### config.mk
export PLATFORM = sky130hd
export DESIGN_NAME = spf_ctrl
export DESIGN_NICKNAME = d
export VERILOG_FILES = /design/src/spf_pkg.sv /design/src/spf_ctrl.sv
export VERILOG_INCLUDE_DIRS = /design/src /design/src/src
export SDC_FILE = /design/constraint.sdc
export NUM_CORES = 1
export LEC_CHECK = 0
export BUFFER_PORTS_ARGS = -buffer_cell sky130_fd_sc_hd__buf_2
export CAP_MARGIN = 25
export CELL_PAD_IN_SITES_DETAIL_PLACEMENT = 1
export CELL_PAD_IN_SITES_GLOBAL_PLACEMENT = 1
export CORE_AREA = 2 2 43 45
export CTS_CLUSTER_DIAMETER = 200
export DETAILED_ROUTE_END_ITERATION = 8
export DIE_AREA = 0 0 45 47
export HOLD_SLACK_MARGIN = 0.15
export PLACE_DENSITY = 0.78
export SYNTH_ARGS = -nofsm -noshare
export SYNTH_HDL_FRONTEND = slang
export SYNTH_SLANG_ARGS = --single-unit
### constraint.sdc
create_clock -name clock -period 1.8 [get_ports clock]
set_input_delay 0.36 -clock clock [delete_from_list [all_inputs] [get_ports clock]]
set_output_delay 0.36 -clock clock [all_outputs]
set_load 0.05 [all_outputs]
### src/assert_macros.svh
// Assertion helpers shared by the RTL of the factorizer.
// Concurrent checks clocked on the rising edge, disabled during reset.
`ifndef ASSERT_MACROS_SVH
`define ASSERT_MACROS_SVH

// Property holds at every enabled edge
`define ASSERT_AT(lbl, clk, rst, prop, msg) \
   lbl: assert property (@(posedge clk) disable iff (rst) (prop)) else $error(msg);

// Antecedent implies consequent in the following cycle
`define ASSERT_NEXT(lbl, clk, rst, ante, cons, msg) \
   lbl: assert property (@(posedge clk) disable iff (rst) (ante) |=> (cons)) else $error(msg);

`endif

### src/spf_pkg.sv
// Shared constants, table entry type and controller/datapath command codes.
// Used by spf_ctrl, spf_datapath and spf_sieve_factorizer; no dependencies.
`timescale 1ns / 1ps
`default_nettype none
package spf_pkg;

   localparam int TABLE_SIZE = 65536;
   // queries are 16 bits, so the table never needs more than 2^16 rows
   localparam int EFF_SIZE   = (TABLE_SIZE < 65536) ? TABLE_SIZE : 65536;
   localparam int ADDR_W     = $clog2(EFF_SIZE);
   localparam int CNT_W      = ADDR_W + 1;
   localparam int M_W        = ADDR_W + 2;

   localparam int QUERY_W    = 16;
   localparam int PRIME_W    = 16;
   localparam int EXP_W      = 5;
   localparam int RSP_DATA_W = 24;

   // datapath operations
   localparam logic [3:0] OP_NONE      = 4'd0;
   localparam logic [3:0] OP_CLEAR     = 4'd1;
   localparam logic [3:0] OP_I_READ    = 4'd2;
   localparam logic [3:0] OP_I_CHECK   = 4'd3;
   localparam logic [3:0] OP_M_READ    = 4'd4;
   localparam logic [3:0] OP_M_CHECK   = 4'd5;
   localparam logic [3:0] OP_I_NEXT    = 4'd6;
   localparam logic [3:0] OP_Q_LOAD    = 4'd7;
   localparam logic [3:0] OP_Q_READ    = 4'd8;
   localparam logic [3:0] OP_Q_START   = 4'd9;
   localparam logic [3:0] OP_Q_CHECK   = 4'd10;
   localparam logic [3:0] OP_EMIT      = 4'd11;
   localparam logic [3:0] OP_EMIT_TRIV = 4'd12;

   // one table row: smallest prime factor and the cofactor n / spf(n)
   typedef struct packed {
      logic [ADDR_W-1:0] cof;
      logic [ADDR_W-1:0] spf;
   } entry_type;

   typedef struct packed {
      logic [3:0] op;
   } cmd_type;

   typedef struct packed {
      logic clr_last;   // counter at last table index
      logic i_prime;    // read row still unmarked
      logic i_sieve;    // i*i inside the table
      logic m_last;     // next multiple leaves the table
      logic q_trivial;  // query is 0, 1 or out of range
      logic q_last;     // remaining cofactor is 1
      logic q_same;     // read row has the current prime
      logic slot_free;  // output register can take a result
   } status_type;

endpackage
`default_nettype wire

### src/spf_ctrl.sv
// Controller: table build sequence (clear, sieve) and query factorization steps.
// Depends on spf_pkg and assert_macros.svh; commands spf_datapath.
`timescale 1ns / 1ps
`default_nettype none
`include "assert_macros.svh"
module spf_ctrl (
   input  wire logic                  clock,
   input  wire logic                  reset,
   input  wire spf_pkg::status_type   status,
   output spf_pkg::cmd_type           cmd,
   input  wire logic                  req_tvalid,
   output logic                       req_tready
);
   import spf_pkg::*;

   localparam logic [3:0] ST_CLEAR   = 4'd0;
   localparam logic [3:0] ST_I_READ  = 4'd1;
   localparam logic [3:0] ST_I_CHECK = 4'd2;
   localparam logic [3:0] ST_M_READ  = 4'd3;
   localparam logic [3:0] ST_M_CHECK = 4'd4;
   localparam logic [3:0] ST_I_NEXT  = 4'd5;
   localparam logic [3:0] ST_IDLE    = 4'd6;
   localparam logic [3:0] ST_Q_READ  = 4'd7;
   localparam logic [3:0] ST_Q_START = 4'd8;
   localparam logic [3:0] ST_Q_NREAD = 4'd9;
   localparam logic [3:0] ST_Q_CHECK = 4'd10;
   localparam logic [3:0] ST_Q_EMIT  = 4'd11;
   localparam logic [3:0] ST_Q_TRIV  = 4'd12;

   logic [3:0] state_ff;
   logic [3:0] state_in;

   // next state and command
   always_comb begin
      state_in   = state_ff;
      cmd.op     = OP_NONE;
      req_tready = 1'b0;
      case (state_ff)
         ST_CLEAR: begin
            cmd.op = OP_CLEAR;
            if (status.clr_last) state_in = ST_I_READ;
         end
         ST_I_READ: begin
            cmd.op   = OP_I_READ;
            state_in = ST_I_CHECK;
         end
         ST_I_CHECK: begin
            cmd.op   = OP_I_CHECK;
            state_in = (status.i_prime && status.i_sieve) ? ST_M_READ : ST_I_NEXT;
         end
         ST_M_READ: begin
            cmd.op   = OP_M_READ;
            state_in = ST_M_CHECK;
         end
         ST_M_CHECK: begin
            cmd.op   = OP_M_CHECK;
            state_in = status.m_last ? ST_I_NEXT : ST_M_READ;
         end
         ST_I_NEXT: begin
            cmd.op   = OP_I_NEXT;
            state_in = status.clr_last ? ST_IDLE : ST_I_READ;
         end
         ST_IDLE: begin
            req_tready = 1'b1;
            if (req_tvalid) begin
               cmd.op   = OP_Q_LOAD;
               state_in = status.q_trivial ? ST_Q_TRIV : ST_Q_READ;
            end
         end
         ST_Q_READ: begin
            cmd.op   = OP_Q_READ;
            state_in = ST_Q_START;
         end
         ST_Q_START: begin
            cmd.op   = OP_Q_START;
            state_in = ST_Q_NREAD;
         end
         ST_Q_NREAD: begin
            cmd.op   = OP_Q_READ;
            state_in = ST_Q_CHECK;
         end
         ST_Q_CHECK: begin
            cmd.op   = OP_Q_CHECK;
            state_in = status.q_same ? ST_Q_NREAD : ST_Q_EMIT;
         end
         ST_Q_EMIT: begin
            if (status.slot_free) begin
               cmd.op   = OP_EMIT;
               state_in = status.q_last ? ST_IDLE : ST_Q_READ;
            end
         end
         ST_Q_TRIV: begin
            if (status.slot_free) begin
               cmd.op   = OP_EMIT_TRIV;
               state_in = ST_IDLE;
            end
         end
         default: begin
            state_in = ST_CLEAR;
         end
      endcase
   end

   always_ff @(posedge clock) begin
      if (reset) begin
         state_ff <= ST_CLEAR;
      end else begin
         state_ff <= state_in;
      end
   end

   `ASSERT_NEXT(a_m_read_check, clock, reset,
      state_ff == ST_M_READ, state_ff == ST_M_CHECK, "sieve read not followed by check")
   `ASSERT_NEXT(a_emit_done, clock, reset,
      cmd.op == OP_EMIT_TRIV, state_ff == ST_IDLE, "error result not ending query")

endmodule
`default_nettype wire

==> reports/qor.csv, run 1 <==
stage,metric,value,unit
detailed_routing,drtAntennaViolNets,0,
layout,register_area,90.1,sq um
logic_synthesis,synth_fa_ha_area_frac,0,
detailed_routing,wl_per_cell,15.6,um
layout,final_cells,117,
sta,clock_skew,0.00449,ns
power_and_ir_drop,pwr-share-clk,0.099,
logic_synthesis,ys_warn_count,0,
worst_setup_path,reg2reg_to,state_ff[2]$_SDFFE_PP0P_,
worst_setup_path,start_kind,flip-flop,
logic_synthesis,postSynthAreaPerCell,6.50,sq um
clock_network,cts_resized,5,
layout,nets,113,
layout,fin_area,722,sq um
worst_setup_path,cpPeakStageDelay,0.41,ns
logic_synthesis,syn_area,507,sq um
placed_design,place_area,674,sq um
placed_design,dp_hpwl,1440,um
layout,layout-drive-gt1-share,0.380,
sta,hold_viol_final,0,
layout,largest-register,state_ff,
sta,hold_ws,0.449,ns
job,maxCapViolCount,0,
logic_synthesis,syn_inst,78,
logic_synthesis,synth_compound_area_frac,0.479,
logic_synthesis,muxShareOfSynthArea,0.0198,
hold_path,whs_path_depth,3,
worst_setup_path,r2r_start,state_ff[2]$_SDFFE_PP0P_,
logic_synthesis,yosysUniqueCellTypes,31,
placed_design,gp_congestion,0.878,
layout,largest_register_ffs,4,
clock_network,cts_buffers,3,
layout,diodes,0,
logic_synthesis,synth_ff_type,dfxtp_1,
status,status,finished clean,
hold_path,min_to,state_ff[0]$_SDFFE_PP0P_,
sta,fin_crit_sh,0.948,
sta,maxSlewHeadroom,0.807,
placed_design,dpl.cell_count,114,
logic_synthesis,synth_fp_nets,89,
worst_setup_path,ff2ff_path_depth,5,
placed_design,port_buffers,15,
sta,setup_viol,0,
power_and_ir_drop,switching_share,0.525,
worst_setup_path,cp.arrival,1.35,ns
hold_path,hp-class,input port to flip-flop,
power_and_ir_drop,ir_worst_vdd,0.536,mV
clock_network,cts_tree,built,
layout,syn_to_final_growth,42.5,%
clock_network,cts.htree.levels,1,
worst_setup_path,worst-path-max-fanout,8,
floorplanning,row_count,15,
detailed_routing,via_count,654,
detailed_routing,routed_wl,1820,um
worst_setup_path,worstPathCellList,nand2_1 > a21oi_1 > a21o_1 > a22o_1 > clkbuf_4,
hold_path,min_from,reset,
power_and_ir_drop,comb_power_share,0.697,
worst_setup_path,end_kind,primary output,
clock_network,cts.hold.buffers_added,0,
power_and_ir_drop,p_sw,593,uW
power_and_ir_drop,seqPwrFrac,0.204,
sta,tightest_slew,0.289,ns
sta,fmax,0.586,GHz
floorplanning,io_pins,16,
logic_synthesis,synth-xor-area-share,0,
worst_setup_path,path_class,flip-flop to primary output,
grt,grt_max_degree,15,
clock_network,clk_path_buf_depth,2,
sta,final_max_slew_viol_count,0,
logic_synthesis,async_flop_share,0,
layout,multi_input_area,403,sq um
grt,antenna_found_initial,0,
worst_setup_path,path_delay_family,flip-flops,
floorplanning,die_w,45,um
floorplanning,chipHeight,47,um
floorplanning,fp.dieArea,0.00212,sq mm
layout,fin_util,0.437,
logic_synthesis,synth_top_family_by_area,compound AO/OA/AOI/OAI gates,
logic_synthesis,synth-simple-area-share,0.247,
floorplanning,start_util,0.307,
worst_setup_path,reg2reg_slack,0.14,ns
worst_setup_path,critPathBufInv,1,
logic_synthesis,synth-seq-cells,4,
clock_network,clk_pin_slew,0.04,ns
grt,grt_pass1_wl,3030,um
clock_network,clock-sinks,4,
worst_setup_path,crit_slowest_cell,dfxtp_2,
placed_design,preCtsSetupSlack,0.0642,ns
sta,fin_crit,1.71,ns
detailed_routing,drt_iter0_markers,11,
sta,timing.final.ws_setup,0.0939,ns
detailed_routing,firstDrtPassIters,4,
grt,grt.overflow.total,0,
clock_network,root_buffer,clkbuf_4,
logic_synthesis,ys_seq_area_frac,0.158,
clock_network,clkLatencyLatePin,0.24,ns
detailed_routing,vias_per_cell,5.59,
power_and_ir_drop,intPower,537,uW
logic_synthesis,synth_edf_count,0,
floorplanning,core-area,0.00165,sq mm
grt,track_usage,0.198,
grt,grt_pass1_vias,628,
clock_network,post_cts_buffers,0,
worst_setup_path,cp_data_required_time,1.44,ns
layout,largest_registers,state_ff: 4 flops,
power_and_ir_drop,power_leakage,0.311,nW
layout,final.fill_count,231,
power_and_ir_drop,power_density,1570,mW/mm^2
detailed_routing,remaining_drc_errors,0,
-- logic make-up (layout without fill, tap and decap cells) --
family / after synthesis / after routing
flip-flops: 4 / 4
AND/OR/NAND/NOR: 25 / 25
AO/OA/AOI/OAI: 36 / 36
buffers and inverters: 12 / 34
multiplexers: 1 / 1
-- metal layers --
metal | global-route usage | up-vias | part of all wire
met1 | 0.287 | 294 | 0.45
met2 | 0.294 | 22 | 0.47
met4 | 0.0824 | 0 | 0.021
met5 | 0 | - | 0
met3 | 0.0231 | 4 | 0.057
li1 | - | 334 | -
-- power by group through the flow --
stage / combinational (mW) / sequential, mW / clock (mW)
2_1_floorplan: 0.585 / 0.145 / 0
3_3_place_gp: 0.742 / 0.209 / 0
3_5_place_dp: 0.757 / 0.210 / 0
4_1_cts: 0.761 / 0.216 / 0.114
5_1_grt: 0.852 / 0.241 / 0.124
6_report: 0.788 / 0.231 / 0.112
-- tightest hold or removal path, stage by stage --
cell    delay, ns
buf_2        0.09
nor4_1       0.05
a21o_1       0.14
-- cells in the mapped netlist, drive strengths merged, types with 2 or more instances --
master,count,share of area
dfxtp,4,0.16
o32ai,2,0.035
a22o,3,0.052
a211oi,2,0.040
inv,6,0.044
nand2b,3,0.037
nor3,3,0.030
a21o,3,0.047
o21ai,9,0.089
nand2,8,0.059
nor2,5,0.037
a32o,2,0.040
buf,3,0.030
clkbuf,3,0.022
a21oi,9,0.089
-- layout make-up --
class / instances / share of cell area
Multi-Input combinational cell: 62 / 0.558
Timing Repair Buffer: 25 / 0.225
Sequential cell: 4 / 0.125
Clock buffer: 3 / 0.0312
Inverter: 6 / 0.0312
Tap cell: 17 / 0.0295
-- per-stage QoR --
| step | power, mW | TNS (ns) |
|---|---|---|
| after floorplan | 0.730 | -0.158 |
| after global placement | 0.951 | 0 |
| after detailed placement | 0.968 | 0 |
| after CTS | 1.09 | 0 |
| after global routing | 1.22 | -0.00197 |
| final | 1.13 | 0 |
-- worst max path at each step --
stage / from / slack, ns / endpoint / cells after the start
floorplan: state_ff[1]$_SDFFE_PP0P_ / -0.08 / cmd[3] / 3
global placement: state_ff[2]$_SDFFE_PP0P_ / 0.06 / state_ff[2]$_SDFFE_PP0P_ / 5
detailed placement: state_ff[2]$_SDFFE_PP0P_ / 0.06 / state_ff[2]$_SDFFE_PP0P_ / 5
CTS: state_ff[3]$_SDFFE_PP0P_ / 0.003 / req_tready / 4
global route: state_ff[2]$_SDFFE_PP0P_ / -0.002 / cmd[3] / 5
finish: state_ff[3]$_SDFFE_PP0P_ / 0.09 / cmd[1] / 5
-- placed cells by master (no fill, tap or decap), types with 2 or more instances in the layout --
| cell type | Yosys | routed |
|---|---|---|
| a21o_1 | 2 | 2 |
| dfxtp_4 | 0 | 2 |
| o21ai_0 | 8 | 5 |
| nand2_1 | 8 | 7 |
| a32o_1 | 2 | 2 |
| a22o_1 | 3 | 3 |
| inv_1 | 6 | 6 |
| buf_4 | 0 | 11 |
| o21ai_1 | 1 | 3 |
| a21oi_1 | 9 | 9 |
| nand2b_1 | 3 | 3 |
| buf_2 | 3 | 10 |
| clkbuf_4 | 0 | 7 |
| dfxtp_2 | 0 | 2 |
| nor2_1 | 5 | 5 |
| nor3_1 | 3 | 3 |
(Power assumes the default switching activity.)
==> run 2, diff against run 1 <==
==> constraint.sdc (replaced) <==
create_clock -name clock -period 1.6 [get_ports clock]
set_input_delay 0.32 -clock clock [delete_from_list [all_inputs] [get_ports clock]]
set_output_delay 0.32 -clock clock [all_outputs]
set_load 0.05 [all_outputs]
==> run 2 against run 1 <==
The run now ends with negative setup slack left. Combinational power increased by 62%. Critical endpoint unchanged. Largest power group unchanged. Worst setup slack got worse by 0.12 ns. Hold slack lost 0.027 ns. Die area unchanged. Power is 43% higher. Final cell count is 7.7% higher.
==> reports/qor.csv, run 2 (synthesized netlist as in run 1, its figures left out) <==
stage,metric,value,unit,change
worst_setup_path,end_kind,primary output,,
layout,final.fill_count,208,,-10%
worst_setup_path,crit_end,cmd[1],,
clock_network,root_buffer,clkbuf_4,,
layout,syn_to_final_growth,77.8,%,
worst_setup_path,ff2ff_path_depth,5,,unchanged
floorplanning,row_count,15,,unchanged
placed_design,dpl.cell_count,120,,+5.3%
worst_setup_path,cp_data_required_time,1.28,ns,-0.16 ns
power_and_ir_drop,seqPwrFrac,0.132,,-0.072
layout,largest_register_ffs,4,,unchanged
clock_network,cts.htree.levels,1,,unchanged
power_and_ir_drop,p_sw,801,uW,+35%
status,violations,negative setup slack,,
sta,hold_viol_final,0,,unchanged
worst_setup_path,reg2reg_slack,0.03,ns,-0.11 ns
detailed_routing,drtAntennaViolNets,0,,unchanged
grt,track_usage,0.239,,+0.0414
hold_path,whs_path_depth,3,,unchanged
layout,diodes,0,,unchanged
worst_setup_path,crit_slowest_cell,dfxtp_4,,
power_and_ir_drop,power_leakage,0.384,nW,+23%
job,maxCapViolCount,0,,unchanged
power_and_ir_drop,intPower,815,uW,+52%
layout,largest_registers,state_ff: 4 flops,,
clock_network,clk_pin_slew,0.04,ns,about the same
placed_design,dp_hpwl,1650,um,+15%
grt,grt_pass1_vias,783,,+25%
detailed_routing,via_count,753,,+15%
detailed_routing,routed_wl,2310,um,+27%
sta,fin_crit_sh,1.01,,
worst_setup_path,path_class,flip-flop to primary output,,
layout,fin_util,0.545,,+0.108
floorplanning,io_pins,16,,unchanged
grt,grt.overflow.total,0,,unchanged
layout,fin_area,901,sq um,+25%
layout,final_cell_mix,"buf_4, buf_2, buf_6",,
sta,clock_skew,0.00143,ns,-0.00306 ns
grt,grt_max_degree,12,,-3
detailed_routing,vias_per_cell,5.98,,+6.9%
floorplanning,core-area,0.00165,sq mm,unchanged
placed_design,gp_congestion,0.886,,+0.84%
hold_path,hp-class,input port to flip-flop,,
detailed_routing,remaining_drc_errors,0,,unchanged
placed_design,preCtsSetupSlack,-0.00924,ns,-0.0735 ns
worst_setup_path,cpPeakStageDelay,0.37,ns,-0.04 ns
clock_network,cts_buffers,3,,unchanged
power_and_ir_drop,pwr-share-clk,0.079,,-0.020
power_and_ir_drop,power_density,1790,mW/mm^2,+14%
sta,fin_crit,1.62,ns,
grt,antenna_found_initial,0,,unchanged
floorplanning,die_w,45,um,unchanged
placed_design,port_buffers,15,,unchanged
sta,setup_viol,4,,+4
worst_setup_path,reg2reg_to,state_ff[2]$_SDFFE_PP0P_,,
worst_setup_path,cp.arrival,1.30,ns,-0.05 ns
layout,layout_commonest_cell,buf_4,,
layout,layout-drive-gt1-share,0.569,,+0.189
clock_network,cts_tree,built,,
sta,timing.final.ws_setup,-0.0240,ns,-0.118 ns
layout,nets,122,,+8.0%
clock_network,clock-sinks,4,,unchanged
worst_setup_path,worstSetupStartpoint,state_ff[0]$_SDFFE_PP0P_,,
clock_network,clkLatencyLatePin,0.24,ns,about the same
detailed_routing,firstDrtPassIters,4,,unchanged
worst_setup_path,start_kind,flip-flop,,
sta,rsz0062_at_grt,yes,,
floorplanning,start_util,0.307,,unchanged
grt,grt_pass1_wl,3640,um,+20%
worst_setup_path,r2r_start,state_ff[0]$_SDFFE_PP0P_,,
floorplanning,fp.dieArea,0.00212,sq mm,unchanged
sta,fmax,0.616,GHz,
sta,tightest_slew,0.382,ns,+0.0935 ns
layout,final_cells,126,,+7.7%
sta,final_max_slew_viol_count,0,,unchanged
placed_design,place_area,732,sq um,+8.5%
sta,maxSlewHeadroom,0.743,,-0.0641
power_and_ir_drop,ir_worst_vdd,0.946,mV,+76%
power_and_ir_drop,switching_share,0.496,,-0.0290
detailed_routing,drt_iter0_markers,11,,unchanged
worst_setup_path,worst-path-max-fanout,6,,-2
layout,largest-register,state_ff,,
worst_setup_path,worstPathCellList,buf_6 > a21oi_2 > a21o_1 > a22o_2 > buf_8,,
detailed_routing,wl_per_cell,18.3,um,+18%
status,status,"finished, violations left",,
floorplanning,chipHeight,47,um,unchanged
power_and_ir_drop,comb_power_share,0.790,,+0.093
clock_network,clk_path_buf_depth,2,,unchanged
[run 2: changes by cell type in the layout (fill, tap and decap cells not counted), sizes merged]
cell,change
buf,+13
clkbuf,-4
[run 2: repair_timing]
| action | 4_1_cts | 5_1_grt |
|---|---|---|
| setup endpoints to repair | 7 | 9 |
| resized for setup | 34 | 8 |
| setup buffers | 1 | 1 |
| hold buffers | 0 | 0 |
| pin swaps | 5 | 4 |
| gates cloned | 1 | 0 |
[run 2: worst max-delay path: cells and delay by family (launching register included)]
kind,cells,cell delay [ns]
buffers and inverters,2,0.28
AO/OA/AOI/OAI,3,0.42
flip-flops,1,0.37
[run 2: power by group through the flow]
| stage | sequential, mW | clock, mW | combinational [mW] |
|---|---|---|---|
| finish | 0.213 | 0.127 | 1.28 |
| global route | 0.215 | 0.136 | 1.36 |
| CTS | 0.204 | 0.126 | 1.19 |
| detailed placement | 0.180 | 0 | 0.989 |
| global placement | 0.175 | 0 | 0.962 |
| floorplan | 0.163 | 0 | 0.679 |
[run 2: worst min-delay path by stage]
stage                              from                        to  slack [ns]
6_report                          reset  state_ff[0]$_SDFFE_PP0P_        0.42
5_1_grt                           reset  state_ff[0]$_SDFFE_PP0P_        0.43
4_1_cts                           reset  state_ff[0]$_SDFFE_PP0P_        0.42
3_5_place_dp                      reset  state_ff[0]$_SDFFE_PP0P_        0.67
3_3_place_gp   state_ff[2]$_SDFFE_PP0P_  state_ff[2]$_SDFFE_PP0P_        0.67
2_1_floorplan                 status[0]  state_ff[0]$_SDFFE_PP0P_        0.54
[run 2: cell type report]
class | instances | area [sq um] | share of cell area
Sequential cell | 4 | 92.6 | 0.103
Clock buffer | 3 | 22.5 | 0.0250
Tap cell | 17 | 21.3 | 0.0236
Timing Repair Buffer | 34 | 272 | 0.301
Inverter | 6 | 25.0 | 0.0278
Multi-Input combinational cell | 62 | 468 | 0.519
[run 2: metrics by stage]
stage	total power, mW	setup TNS (ns)	hold WS (ns)
6_report	1.62	-0.0747	0.422
5_1_grt	1.71	-0.385	0.425
4_1_cts	1.52	-0.102	0.420
3_5_place_dp	1.17	-0.0105	0.671
3_3_place_gp	1.14	0	0.673
2_1_floorplan	0.842	-0.120	0.536
[run 2: per-layer routing]
layer	wire length, um	GRT usage	vias up
li1	-	-	355
met1	974	0.299	377
met2	1240	0.420	17
met3	60	0.0192	4
met4	39	0.106	0
met5	0	0	-
==> run 3, diff against run 2 <==
--- a/config.mk
+++ b/config.mk
@@ -15,7 +15,7 @@
 export DETAILED_ROUTE_END_ITERATION = 8
 export DIE_AREA = 0 0 45 47
 export HOLD_SLACK_MARGIN = 0.15
-export PLACE_DENSITY = 0.78
+export PLACE_DENSITY = 0.8
 export SYNTH_ARGS = -nofsm -noshare
 export SYNTH_HDL_FRONTEND = slang
 export SYNTH_SLANG_ARGS = --single-unit
==> run 3 against run 2 <==
The run still ends with negative setup slack left. Sequential cell count unchanged. Wire length increased by 1.3%. Register-to-register slack got worse by 0.02 ns. Worst setup slack got worse by 0.0066 ns. Hold slack improved by 0.0015 ns. Sequential power decreased by 9.4%. Critical path type unchanged.
==> reports/qor.csv, run 3 (synthesized netlist as in run 1, its figures left out) <==
stage,metric,value,unit,change
status,status,"finished, violations left",,
status,violations,negative setup slack,,
detailed_routing,routed_wl,2340,um,+1.3%
sta,rsz0062_at_grt,yes,,
layout,fin_area,933,sq um,+3.6%
grt,grt.overflow.total,0,,unchanged
sta,maxSlewHeadroom,0.825,,+0.0826
job,maxCapViolCount,0,,unchanged
hold_path,whs_path_depth,3,,unchanged
worst_setup_path,end_kind,primary output,,
layout,final_cells,131,,+4.0%
sta,fmax,0.613,GHz,-0.41%
clock_network,clk_path_buf_depth,2,,unchanged
grt,grt_pass1_vias,755,,-3.6%
detailed_routing,drt_iter0_markers,13,,+2
clock_network,clk_pin_slew,0.04,ns,about the same
clock_network,root_buffer,clkbuf_4,,
placed_design,dpl.cell_count,122,,+1.7%
sta,clock_skew,0.000524,ns,-0.000909 ns
floorplanning,fp.dieArea,0.00212,sq mm,unchanged
worst_setup_path,path_delay_family,compound AO/OA/AOI/OAI gates,,
placed_design,port_buffers,15,,unchanged
sta,hold_ws,0.423,ns,+0.00145 ns
clock_network,cts.htree.levels,1,,unchanged
sta,setup_viol,4,,unchanged
placed_design,dp_hpwl,1640,um,-0.41%
layout,fin_util,0.565,,+0.0197
layout,largest-register,state_ff,,
worst_setup_path,cpPeakStageDelay,0.36,ns,about the same
hold_path,min_to,state_ff[0]$_SDFFE_PP0P_,,
floorplanning,start_util,0.307,,unchanged
clock_network,cts_buffers,3,,unchanged
detailed_routing,wl_per_cell,17.9,um,-2.6%
sta,hold_viol_final,0,,unchanged
layout,nets,127,,+4.1%
worst_setup_path,worst-path-max-fanout,6,,unchanged
detailed_routing,vias_per_cell,6.06,,+1.4%
layout,diodes,0,,unchanged
worst_setup_path,r2r_start,state_ff[0]$_SDFFE_PP0P_,,
detailed_routing,via_count,794,,+5.4%
placed_design,preCtsSetupSlack,-0.0553,ns,-0.0460 ns
hold_path,hp-class,input port to flip-flop,,
sta,final_max_slew_viol_count,0,,unchanged
detailed_routing,drtAntennaViolNets,0,,unchanged
floorplanning,row_count,15,,unchanged
clock_network,clock-sinks,4,,unchanged
detailed_routing,firstDrtPassIters,4,,unchanged
sta,fin_crit_sh,1.02,,+0.00415
worst_setup_path,worstPathCellList,buf_6 > nor2_2 > a21o_1 > a22o_2 > buf_8,,
layout,layout_commonest_cell,buf_4,,
layout,largest_registers,state_ff: 4 flops,,
layout,layout-drive-gt1-share,0.588,,+0.0189
grt,grt_pass1_wl,3670,um,+0.74%
worst_setup_path,path_class,flip-flop to primary output,,
floorplanning,core-area,0.00165,sq mm,unchanged
worst_setup_path,critPathBufInv,2,,unchanged
power_and_ir_drop,power_leakage,0.408,nW,+6.4%
sta,fin_setup_tns,-0.0778,ns,-0.00312 ns
worst_setup_path,reg2reg_slack,0.01,ns,-0.02 ns
sta,timing.final.ws_setup,-0.0306,ns,-0.00664 ns
grt,grt_max_degree,13,,+1
worst_setup_path,reg2reg_to,state_ff[2]$_SDFFE_PP0P_,,
power_and_ir_drop,ir_worst_vdd,0.889,mV,-6.0%
floorplanning,die_w,45,um,unchanged
layout,final.fill_count,215,,+3.4%
sta,tightest_slew,0.261,ns,-0.121 ns
clock_network,clkLatencyLatePin,0.24,ns,about the same
hold_path,min_from,reset,,
grt,antenna_found_initial,0,,unchanged
worst_setup_path,cp_data_required_time,1.28,ns,about the same
worst_setup_path,cp.arrival,1.31,ns,about the same
placed_design,gp_congestion,0.901,,+1.7%
grt,track_usage,0.251,,+0.0123
layout,final_cell_mix,"buf_4, buf_2, buf_6",,
clock_network,cts_tree,built,,
sta,fin_crit,1.63,ns,+0.00664 ns
worst_setup_path,start_kind,flip-flop,,
worst_setup_path,ff2ff_path_depth,5,,unchanged
floorplanning,io_pins,16,,unchanged
clock_network,cts.hold.buffers_added,0,,unchanged
placed_design,place_area,747,sq um,+2.1%
layout,syn_to_final_growth,84.2,%,
layout,largest_register_ffs,4,,unchanged
power_and_ir_drop,power,1.64,mW,+1.2%
power_and_ir_drop,power_density,1750,mW/mm^2,-2.3%
floorplanning,chipHeight,47,um,unchanged
worst_setup_path,crit_slowest_cell,dfxtp_4,,
detailed_routing,remaining_drc_errors,0,,unchanged
-- run 3: power breakdown --
| part | internal [mW] | switching (mW) | leakage (nW) |
|---|---|---|---|
| registers | 0.144 | 0.0494 | 0.0350 |
| logic | 0.602 | 0.712 | 0.359 |
| clock network | 0.0841 | 0.0443 | 0.0138 |
-- run 3: metal layers --
metal  global-route usage  vias to the layer above  share of wire
li1                     -                      367              -
met1                0.272                      389           0.39
met2                0.434                       32           0.53
met3               0.0846                        6          0.064
met4                0.135                        0          0.020
met5                    0                        -              0
-- run 3: how the worst max path moves through the flow --
| stage | from | to | depth (start not counted) |
|---|---|---|---|
| 2_1_floorplan | state_ff[1]$_SDFFE_PP0P_ | cmd[2] | 5 |
| 3_3_place_gp | state_ff[3]$_SDFFE_PP0P_ | state_ff[2]$_SDFFE_PP0P_ | 6 |
| 3_5_place_dp | state_ff[3]$_SDFFE_PP0P_ | state_ff[1]$_SDFFE_PP0P_ | 6 |
| 4_1_cts | state_ff[0]$_SDFFE_PP0P_ | cmd[1] | 5 |
| 5_1_grt | state_ff[0]$_SDFFE_PP0P_ | cmd[1] | 5 |
| 6_report | state_ff[0]$_SDFFE_PP0P_ | cmd[1] | 5 |
-- run 3: worst reg2reg max path, cell delays in order, from the launching register on --
cell and delay [ns]:
dfxtp_4 0.35, or3b_1 0.40, a211oi_2 0.29, a21o_2 0.16, nor2_2 0.07, a32o_1 0.20
-- run 3: repair_timing --
item / in CTS / in global routing
pin swaps: 8 / 3
buffers inserted: 3 / 3
gates resized for setup: 35 / 6
setup endpoints to repair: 9 / 9
-- run 3: cell type report --
type	instances	area (sq um)	share of cell area
inverters	6	27.5	0.0295
clock buffers	3	22.5	0.0241
repair buffers	39	309	0.331
well taps	17	21.3	0.0228
flip-flops and latches	4	90.1	0.0965
multi-input cells	62	463	0.496
